$ cat config.mk
export PLATFORM = sky130hd
export DESIGN_NAME = range_encoder_carry_cache
export DESIGN_NICKNAME = d
export VERILOG_FILES = /design/src/rtl/rcc_pkg.sv /design/src/rtl/rcc_div.sv /design/src/rtl/range_encoder_carry_cache.sv
export SDC_FILE = /design/constraint.sdc
export NUM_CORES = 2
export LEC_CHECK = 0
export BUFFER_PORTS_ARGS = -buffer_cell sky130_fd_sc_hd__buf_2
export CORE_MARGIN = 1
export CORE_UTILIZATION = 35
export DETAILED_ROUTE_END_ITERATION = 10
export PLACE_DENSITY_LB_ADDON = 0.2
export SLEW_MARGIN = 10
export SYNTH_ARGS = -nofsm -noshare
export SYNTH_HDL_FRONTEND = slang
export SYNTH_HIERARCHICAL = 1
export SYNTH_SLANG_ARGS = --single-unit
$ cat constraint.sdc
create_clock -name clk_i -period 27.4 [get_ports clk_i]
set_input_delay 6.85 -clock clk_i [delete_from_list [all_inputs] [get_ports clk_i]]
set_output_delay 6.85 -clock clk_i [all_outputs]
set_load 0.01 [all_outputs]
$ cat src/rtl/rcc_pkg.sv
// Shared constants and status codes of the range encoder with carry cache.
`default_nettype none
package rcc_pkg;

  localparam int FREQ_W     = 24;  // width of the cumulative frequencies
  localparam int PEND_W     = 32;  // width of the pending byte counter
  localparam int RANGE_W    = 32;
  localparam int LOW_W      = RANGE_W + 1;
  localparam int CNT_W      = 32;  // width of fill_count
  localparam int DIV_CNT_W  = $clog2(RANGE_W + 1);

  localparam logic [RANGE_W-1:0] RANGE_INIT = 32'hFFFF_FFFF;
  localparam logic [RANGE_W-1:0] LOW_TOP    = 32'hFF00_0000;
  localparam logic [CNT_W-1:0]   CNT_MAX    = 32'hFFFF_FFFF;
  localparam logic [PEND_W-1:0]  PEND_MAX   = {PEND_W{1'b1}};

  // Item kinds on the input tuser
  localparam logic [1:0] OP_ENCODE = 2'd0;
  localparam logic [1:0] OP_FINISH = 2'd1;
  localparam logic [1:0] OP_START  = 2'd2;

  // Result status on the output tuser
  localparam logic [1:0] STAT_OK        = 2'd0;
  localparam logic [1:0] STAT_ZERO_TOT  = 2'd1;
  localparam logic [1:0] STAT_UNDERFLOW = 2'd2;
  localparam logic [1:0] STAT_PEND_OVF  = 2'd3;

  // Divider handshake
  typedef struct packed {
    logic busy;
    logic done;
  } rcc_div_stat_t;

endpackage
`default_nettype wire

$ cat src/rtl/rcc_div.sv
// Restoring radix-2 divider: 32-bit range by a frequency total, one bit per cycle.
`default_nettype none
module rcc_div import rcc_pkg::*; (
  input  wire logic               clk_i,
  input  wire logic               rst_ni,
  input  wire logic               start_i,
  input  wire logic [RANGE_W-1:0] dividend_i,
  input  wire logic [FREQ_W-1:0]  divisor_i,
  output rcc_div_stat_t           stat_o,
  output logic      [RANGE_W-1:0] quot_o
);

  logic [FREQ_W:0]    rem_q, rem_d, rem_sh;
  logic [RANGE_W-1:0] quo_q, quo_d;
  logic [FREQ_W-1:0]  dvs_q, dvs_d;
  logic [DIV_CNT_W-1:0] cnt_q, cnt_d;
  logic               busy_q, busy_d, done_q, done_d;
  logic               ge;

  always_comb begin
    rem_sh = {rem_q[FREQ_W-1:0], quo_q[RANGE_W-1]};
    ge     = rem_sh >= {1'b0, dvs_q};
    rem_d  = rem_q;
    quo_d  = quo_q;
    dvs_d  = dvs_q;
    cnt_d  = cnt_q;
    busy_d = busy_q;
    done_d = 1'b0;
    if (start_i) begin
      rem_d  = '0;
      quo_d  = dividend_i;
      dvs_d  = divisor_i;
      cnt_d  = DIV_CNT_W'(RANGE_W);
      busy_d = 1'b1;
    end else if (busy_q) begin
      rem_d = ge ? rem_sh - {1'b0, dvs_q} : rem_sh;
      quo_d = {quo_q[RANGE_W-2:0], ge};
      cnt_d = cnt_q - 1'b1;
      if (cnt_q == DIV_CNT_W'(1)) begin
        busy_d = 1'b0;
        done_d = 1'b1;
      end
    end
  end

  always_ff @(posedge clk_i or negedge rst_ni) begin
    if (!rst_ni) begin
      busy_q <= 1'b0;
      done_q <= 1'b0;
      cnt_q  <= '0;
    end else begin
      busy_q <= busy_d;
      done_q <= done_d;
      cnt_q  <= cnt_d;
    end
  end

  always_ff @(posedge clk_i) begin
    rem_q <= rem_d;
    quo_q <= quo_d;
    dvs_q <= dvs_d;
  end

  assign stat_o.busy = busy_q;
  assign stat_o.done = done_q;
  assign quot_o      = quo_q;

endmodule
`default_nettype wire

$ cat src/rtl/range_encoder_carry_cache.sv
// Top level: carry-safe byte range encoder with cache byte and pending run count.
// Sequence: an encode item is accepted, divided bit-serially (start, steps, done), multiplied
//   in MUL1 to MUL3, then shifts out up to four bytes, exits the loop and drains the held result;
//   finish shifts five bytes, exits and drains; zero total and zero quotient give one error result.
// Items: one at a time, input ready only while idle; output stalls hold the shift, flush and error states.
// Reset: rst_ni async active low; low 0, range all ones, cache 0, pending count 1.
`default_nettype none
module range_encoder_carry_cache import rcc_pkg::*; (
  input  wire logic        clk_i,
  input  wire logic        rst_ni,
  // input stream
  input  wire logic        s_axis_tvalid_i,
  output logic             s_axis_tready_o,
  input  wire logic [71:0] s_axis_tdata_i,  // sym_low[23:0], sym_high[47:24], sym_total[71:48]
  input  wire logic [1:0]  s_axis_tuser_i,  // op[1:0]
  // result stream
  output logic             m_axis_tvalid_o,
  input  wire logic        m_axis_tready_i,
  output logic [47:0]      m_axis_tdata_o,  // lead_byte[7:0], fill_byte[15:8], fill_count[47:16]
  output logic [1:0]       m_axis_tuser_o,  // status[1:0]
  output logic             m_axis_tlast_o   // last result of the item
);

  // Sequencer states
  localparam logic [2:0] S_IDLE  = 3'd0;
  localparam logic [2:0] S_DIV   = 3'd1;  // r = range / total
  localparam logic [2:0] S_MUL1  = 3'd2;  // r * low
  localparam logic [2:0] S_MUL2  = 3'd3;  // low update, range - r*low, r * (high - low)
  localparam logic [2:0] S_MUL3  = 3'd4;  // pick new range
  localparam logic [2:0] S_SHIFT = 3'd5;  // one byte shift per cycle while the held result can move on
  localparam logic [2:0] S_FLUSH = 3'd6;  // release held result as last
  localparam logic [2:0] S_ERR   = 3'd7;  // single error result

  logic [2:0] state_q, state_d;

  // Coder state
  logic [LOW_W-1:0]   low_q, low_d;
  logic [RANGE_W-1:0] range_q, range_d;
  logic [7:0]         cache_q, cache_d;
  logic [PEND_W-1:0]  pend_q, pend_d;

  // Item registers
  logic [FREQ_W-1:0]  lo_q, lo_d, hi_q, hi_d, tot_q, tot_d;
  logic               fin_q, fin_d;
  logic [2:0]         cnt_q, cnt_d;
  logic [1:0]         err_q, err_d;
  logic [RANGE_W-1:0] r_q, r_d;
  logic [63:0]        mult_q, mult_d;

  // Held result: we only learn it is the last one when the loop ends.
  logic               hold_v_q, hold_v_d;
  logic [7:0]         hold_lead_q, hold_lead_d, hold_fill_q, hold_fill_d;
  logic [CNT_W-1:0]   hold_cnt_q, hold_cnt_d;
  logic [1:0]         hold_stat_q, hold_stat_d;

  // Output register
  logic               out_v_q, out_v_d, out_last_q, out_last_d;
  logic [7:0]         out_lead_q, out_lead_d, out_fill_q, out_fill_d;
  logic [CNT_W-1:0]   out_cnt_q, out_cnt_d;
  logic [1:0]         out_stat_q, out_stat_d;

  // Divider
  rcc_div_stat_t      div_stat;
  logic [RANGE_W-1:0] div_quot;
  logic               div_start;

  rcc_div u_div (
    .clk_i      (clk_i),
    .rst_ni     (rst_ni),
    .start_i    (div_start),
    .dividend_i (range_q),
    .divisor_i  (tot_q),
    .stat_o     (div_stat),
    .quot_o     (div_quot)
  );

  logic               in_xfer, out_free;
  logic [RANGE_W-1:0] diff32, mul_b, low32;
  logic               carry, sh_release, sh_sat, sh_more, sh_go;
  logic [PEND_W-1:0]  fills_full;
  logic [CNT_W-1:0]   fills;

  assign in_xfer  = s_axis_tvalid_i && s_axis_tready_o;
  assign out_free = !out_v_q || m_axis_tready_i;

  // Shared multiplier operand: symbol low, then the interval width (wraps mod 2^32)
  assign diff32 = {{(RANGE_W-FREQ_W){1'b0}}, hi_q} - {{(RANGE_W-FREQ_W){1'b0}}, lo_q};
  assign mul_b  = (state_q == S_MUL1) ? {{(RANGE_W-FREQ_W){1'b0}}, lo_q} : diff32;

  // Byte shift decision
  assign low32      = low_q[RANGE_W-1:0];
  assign carry      = low_q[LOW_W-1];
  assign sh_release = (low32 < LOW_TOP) || carry;
  assign sh_sat     = !sh_release && (pend_q == PEND_MAX);
  assign fills_full = (pend_q != '0) ? pend_q - 1'b1 : '0;
  assign fills      = (fills_full > PEND_W'(CNT_MAX)) ? CNT_MAX : CNT_W'(fills_full);
  // Finish: five shifts. Encode: up to four, while range < 2^24.
  assign sh_more    = fin_q ? (cnt_q < 3'd5) : ((range_q[31:24] == 8'd0) && (cnt_q < 3'd4));
  // A new result may push the held one out, so wait for room first
  assign sh_go      = !hold_v_q || out_free;

  always_comb begin
    state_d     = state_q;
    low_d       = low_q;
    range_d     = range_q;
    cache_d     = cache_q;
    pend_d      = pend_q;
    lo_d        = lo_q;
    hi_d        = hi_q;
    tot_d       = tot_q;
    fin_d       = fin_q;
    cnt_d       = cnt_q;
    err_d       = err_q;
    r_d         = r_q;
    mult_d      = mult_q;
    hold_v_d    = hold_v_q;
    hold_lead_d = hold_lead_q;
    hold_fill_d = hold_fill_q;
    hold_cnt_d  = hold_cnt_q;
    hold_stat_d = hold_stat_q;
    out_v_d     = out_v_q && !m_axis_tready_i;
    out_last_d  = out_last_q;
    out_lead_d  = out_lead_q;
    out_fill_d  = out_fill_q;
    out_cnt_d   = out_cnt_q;
    out_stat_d  = out_stat_q;
    div_start   = 1'b0;

    case (state_q)
      S_IDLE: begin
        if (in_xfer) begin
          lo_d  = s_axis_tdata_i[23:0];
          hi_d  = s_axis_tdata_i[47:24];
          tot_d = s_axis_tdata_i[71:48];
          cnt_d = '0;
          case (s_axis_tuser_i)
            OP_ENCODE: begin
              fin_d = 1'b0;
              if (s_axis_tdata_i[71:48] == '0) begin
                err_d   = STAT_ZERO_TOT;
                state_d = S_ERR;
              end else begin
                state_d = S_DIV;
              end
            end
            OP_FINISH: begin
              fin_d   = 1'b1;
              state_d = S_SHIFT;
            end
            OP_START: begin
              low_d   = '0;
              range_d = RANGE_INIT;
              cache_d = '0;
              pend_d  = PEND_W'(1);
            end
            default: ;
          endcase
        end
      end
      S_DIV: begin
        // tot_q is loaded at the accept edge; kick the divider in the cycle after it
        div_start = !div_stat.busy && !div_stat.done && (cnt_q == 3'd0);
        if (div_start) begin
          cnt_d = 3'd1;
        end
        if (div_stat.done) begin
          r_d = div_quot;
          if (div_quot == '0) begin
            err_d   = STAT_UNDERFLOW;
            state_d = S_ERR;
          end else begin
            state_d = S_MUL1;
          end
        end
      end
      S_MUL1: begin
        mult_d  = r_q * mul_b;
        state_d = S_MUL2;
      end
      S_MUL2: begin
        low_d   = low_q + mult_q[LOW_W-1:0];
        range_d = range_q - mult_q[RANGE_W-1:0];
        mult_d  = r_q * mul_b;
        state_d = S_MUL3;
      end
      S_MUL3: begin
        if (hi_q < tot_q) begin
          range_d = mult_q[RANGE_W-1:0];
        end
        cnt_d   = '0;
        state_d = S_SHIFT;
      end
      S_SHIFT: begin
        if (!sh_more) begin
          state_d = S_FLUSH;
        end else if (sh_go) begin
          cnt_d = cnt_q + 1'b1;
          if (!fin_q) begin
            range_d = {range_q[RANGE_W-9:0], 8'd0};
          end
          if (sh_release || sh_sat) begin
            if (hold_v_q) begin
              out_v_d    = 1'b1;
              out_last_d = 1'b0;
              out_lead_d = hold_lead_q;
              out_fill_d = hold_fill_q;
              out_cnt_d  = hold_cnt_q;
              out_stat_d = hold_stat_q;
            end
            hold_v_d = 1'b1;
          end
          if (sh_release) begin
            hold_lead_d = cache_q + {7'd0, carry};
            hold_fill_d = 8'hFF + {7'd0, carry};
            hold_cnt_d  = fills;
            hold_stat_d = STAT_OK;
            cache_d     = low32[31:24];
            pend_d      = PEND_W'(1);
          end else if (sh_sat) begin
            hold_lead_d = '0;
            hold_fill_d = '0;
            hold_cnt_d  = '0;
            hold_stat_d = STAT_PEND_OVF;
          end else begin
            pend_d = pend_q + 1'b1;
          end
          low_d = {1'b0, low32[23:0], 8'd0};
        end
      end
      S_FLUSH: begin
        if (!hold_v_q) begin
          state_d = S_IDLE;
        end else if (out_free) begin
          out_v_d    = 1'b1;
          out_last_d = 1'b1;
          out_lead_d = hold_lead_q;
          out_fill_d = hold_fill_q;
          out_cnt_d  = hold_cnt_q;
          out_stat_d = hold_stat_q;
          hold_v_d   = 1'b0;
          state_d    = S_IDLE;
        end
      end
      S_ERR: begin
        if (out_free) begin
          out_v_d    = 1'b1;
          out_last_d = 1'b1;
          out_lead_d = '0;
          out_fill_d = '0;
          out_cnt_d  = '0;
          out_stat_d = err_q;
          state_d    = S_IDLE;
        end
      end
      default: state_d = S_IDLE;
    endcase
  end

  always_ff @(posedge clk_i or negedge rst_ni) begin
    if (!rst_ni) begin
      state_q  <= S_IDLE;
      low_q    <= '0;
      range_q  <= RANGE_INIT;
      cache_q  <= '0;
      pend_q   <= PEND_W'(1);
      fin_q    <= 1'b0;
      cnt_q    <= '0;
      hold_v_q <= 1'b0;
      out_v_q  <= 1'b0;
    end else begin
      state_q  <= state_d;
      low_q    <= low_d;
      range_q  <= range_d;
      cache_q  <= cache_d;
      pend_q   <= pend_d;
      fin_q    <= fin_d;
      cnt_q    <= cnt_d;
      hold_v_q <= hold_v_d;
      out_v_q  <= out_v_d;
    end
  end

  always_ff @(posedge clk_i) begin
    lo_q        <= lo_d;
    hi_q        <= hi_d;
    tot_q       <= tot_d;
    err_q       <= err_d;
    r_q         <= r_d;
    mult_q      <= mult_d;
    hold_lead_q <= hold_lead_d;
    hold_fill_q <= hold_fill_d;
    hold_cnt_q  <= hold_cnt_d;
    hold_stat_q <= hold_stat_d;
    out_last_q  <= out_last_d;
    out_lead_q  <= out_lead_d;
    out_fill_q  <= out_fill_d;
    out_cnt_q   <= out_cnt_d;
    out_stat_q  <= out_stat_d;
  end

  assign s_axis_tready_o = (state_q == S_IDLE);
  assign m_axis_tvalid_o = out_v_q;
  assign m_axis_tdata_o  = {out_cnt_q, out_fill_q, out_lead_q};
  assign m_axis_tuser_o  = out_stat_q;
  assign m_axis_tlast_o  = out_last_q;

  // Checks
  a_idle_no_hold: assert property (@(posedge clk_i) disable iff (!rst_ni)
    s_axis_tready_o |-> !hold_v_q)
    else $error("held result left behind at end of item");

  a_pend_nonzero: assert property (@(posedge clk_i) disable iff (!rst_ni)
    pend_q != '0)
    else $error("pending count reached zero");

  a_div_done_in_div: assert property (@(posedge clk_i) disable iff (!rst_ni)
    div_stat.done |-> (state_q == S_DIV))
    else $error("divider finished outside the divide state");

  a_shift_bound: assert property (@(posedge clk_i) disable iff (!rst_ni)
    (state_q == S_SHIFT) |-> (cnt_q <= 3'd5))
    else $error("shift count past its bound");

  a_err_is_last: assert property (@(posedge clk_i) disable iff (!rst_ni)
    (state_q == S_ERR && out_free) |=> (out_v_q && out_last_q))
    else $error("error result not marked last");

endmodule
`default_nettype wire

==> results.json <==
{
  "finalSetupViolCount": 0,
  "max_freq_ghz": 0.0869,
  "yosysWarnings": 6,
  "vias": 28820,
  "ys_async_sr_fraction_pct": 28.6,
  "grt_pass1_wl_mm": 175,
  "grt_setup_unrepaired": "no",
  "first_pass_iters": 5,
  "cts_tree": "done",
  "ys_seq_area_share_pct": 29.8,
  "r2r_slack_ns": 15.89,
  "wl_met3_mm": 4.81,
  "drive_above_1_share_pct": 9.48,
  "clk_path_buf_depth": 3,
  "cp-start-kind": "flop",
  "wl_per_cell_um": 19.0,
  "dr.first_iter.drc_count": 1666,
  "ys_seq_elements": 427,
  "tightestPinTransition_ns": 1.17,
  "finalSetupTns_ns": 0,
  "worst_setup_path_end_kind": "flop",
  "place_congestion": 0.871,
  "cp_slowest_cell": "fa_1",
  "multi_input_area_um2": 25100,
  "nets": 5059,
  "syn_area_um2": 40300,
  "fin_crit_sh_pct": 42.0,
  "die_w_um": 341,
  "hold_viol_final": 0,
  "critical-path-max-stage-delay_ns": 0.56,
  "synth-main-ff-cell": "edfxtp_1",
  "grt_pass1_vias": 29147,
  "outcome": "complete, no violations",
  "drcViolationCount": 0,
  "syn_inst": 4204,
  "cts_setup_buffers": 0,
  "min-delay-path-class": "reg -> reg",
  "antenna_found_initial": 3,
  "met1_length_mm": 51.9,
  "post-dp-hpwl_mm": 83.8,
  "ff_latch_area_um2": 12000,
  "ctsResizeCount": 0,
  "antenna-diode-count": 0,
  "clock_sinks": 427,
  "chipHeight_um": 341,
  "clock_latency_ns": 0.63,
  "port_buffers": 130,
  "area_delta_synth_final_pct": 10.8,
  "worstReg2RegEnd": "mult_q[32]$_DFFE_PP_",
  "layout_common_cells": "inv_1 (707), nand2_1 (495), fa_1 (441)",
  "rr_worst_depth": 39,
  "cts_made_buffers": 48,
  "finalCriticalPeriod_ns": 11.51,
  "cts-root-buf": "clkbuf_16",
  "crit_start": "hi_q[0]$_DFFE_PP_",
  "viasPerCell": 4.95,
  "whs_ns": 0.454,
  "slew_viol_final": 0,
  "ctsHoldBuffers": 0,
  "synth_cell_types": 89,
  "layout_commonest_cell": "inv_1",
  "cp.required_ns": 27.76,
  "crit_path_frequent_cell": "xnor2_1",
  "synth-edff-count": 281,
  "nFillCells": 11448,
  "grt_start_max_net_pins": 69,
  "io_pins": 131,
  "drv_cap": 0,
  "core_area_um2": 114000,
  "gr-total-overflow": 0,
  "setup.worst_path.end": "mult_q[32]$_DFFE_PP_",
  "r2r_start": "hi_q[0]$_DFFE_PP_",
  "syn-num-nets": 4989,
  "wirelength_mm": 111,
  "clk_pin_slew_ns": 0.07,
  "hold_depth": 0,
  "dieArea_um2": 117000,
  "worst-setup-path-type": "reg -> reg",
  "slew-limit-headroom_pct": 21.3,
  "rows": 124,
  "critPathMaxFanout": 9,
  "highest_layer": "met4",
  "route.met2.wl_mm": 52.1,
  "grt_use_total_pct": 19.3,
  "postRouteAntennaNets": 0,
  "skew_ns": 0.0354,
  "syn-mean-instance-area_um2": 9.59,
  "initial_core_util_pct": 35.3,
  "cts_max_level": 2,
  "arrival_ns": 11.87
}
## cells in the mapped netlist (20+ instances only)
cell type / number / area share, %
inv_1: 707 / 6.6
nand2_1: 496 / 4.6
fa_1: 441 / 22
edfxtp_1: 281 / 21
ha_1: 266 / 8.3
and2_1: 244 / 3.8
nor2_1: 214 / 2.0
a21oi_1: 185 / 2.3
o21ai_0: 163 / 2.0
clkbuf_1: 155 / 1.4
xnor2_1: 141 / 3.1
dfrtp_1: 89 / 5.5
nor2b_1: 75 / 1.2
xor2_1: 72 / 1.6
nand3_1: 59 / 0.73
a21o_1: 51 / 0.95
mux2_2: 46 / 1.3
nand2b_1: 41 / 0.64
nor3_1: 36 / 0.45
dfstp_2: 33 / 2.2
nor4_1: 27 / 0.42
dfxtp_1: 24 / 1.2
o21bai_1: 23 / 0.43
mux2i_1: 21 / 0.52
nand4_1: 20 / 0.31
o21a_1: 20 / 0.37
or3_1: 20 / 0.31
## metrics by stage
step / setup slack (ns) / instances / utilization [%] / area, um2
after CTS: 15.80 / 5826 / 39.1 / 44700
after global placement: 16.02 / 5736 / 37.5 / 42800
final: 15.89 / 5826 / 39.1 / 44700
after floorplan: 16.99 / 4204 / - / 40300
after detailed placement: 15.84 / 5736 / 37.5 / 42800
after global routing: 15.13 / 5826 / 39.1 / 44700
## how the worst min path moves through the flow
stage / start / to
final: tot_q[12]$_DFFE_PP_ / u_div/dvs_q[12]$_DFFE_PP_
after global routing: tot_q[4]$_DFFE_PP_ / u_div/dvs_q[4]$_DFFE_PP_
after CTS: tot_q[8]$_DFFE_PP_ / u_div/dvs_q[8]$_DFFE_PP_
after detailed placement: tot_q[12]$_DFFE_PP_ / u_div/dvs_q[12]$_DFFE_PP_
after global placement: tot_q[12]$_DFFE_PP_ / u_div/dvs_q[12]$_DFFE_PP_
after floorplan: tot_q[0]$_DFFE_PP_ / u_div/dvs_q[0]$_DFFE_PP_
## final cells by class
class,count,share of cell area (%)
Clock inverter,35,1.36
Inverter,710,5.97
Timing Repair Buffer,202,2.67
Sequential cell,427,26.9
Multi-Input combinational cell,2885,56.1
Clock buffer,55,2.75
Tap cell,1512,4.24
## worst max-delay path: cells and delay by family (launching register included)
kind,cells,cell delay [ns]
and+or+nand+nor,1,0.23
buffers and inverters,4,0.42
adders and majority gates,10,4.68
DFF,1,0.36
xor gates and xnor gates,14,2.81
AOI/OAI and AO/OA,10,2.75
## flip-flops by register name (all words and copies together), names as in the netlist, 3 cells and up
register / cells
mult_q: 33
tot_q: 24
u_div/rem_q: 24
hi_q: 24
u_div/cnt_q: 6
low_q: 33
cache_q: 8
r_q: 32
pend_q: 32
cnt_q: 3
hold_lead_q: 8
out_cnt_q: 32
hold_cnt_q: 32
range_q: 32
u_div/dvs_q: 24
state_q: 3
lo_q: 24
out_lead_q: 8
u_div/quot_o: 32
## logic make-up (layout without fill, tap and decap cells)
group	count (synthesis)	in the layout	share of synthesized area [%]
AOI/OAI and AO/OA	609	609	9.48
adders and majority gates	707	707	30.2
DFF	427	427	29.8
xor gates and xnor gates	218	218	4.91
buffers and inverters	892	1002	8.44
muxes	68	68	1.83
and+or+nand+nor	1283	1283	15.4
## layer usage
layer  vias to the layer above  GRT usage [%]
met5                         -              0
met4                         0           3.34
met3                        97           2.57
met2                       515           31.7
met1                     14514           27.5
li1                      13694              -
Power is left out: the tool's default activity adds up to more than one toggle a clock period on the data nets, which glitch-free logic cannot reach.
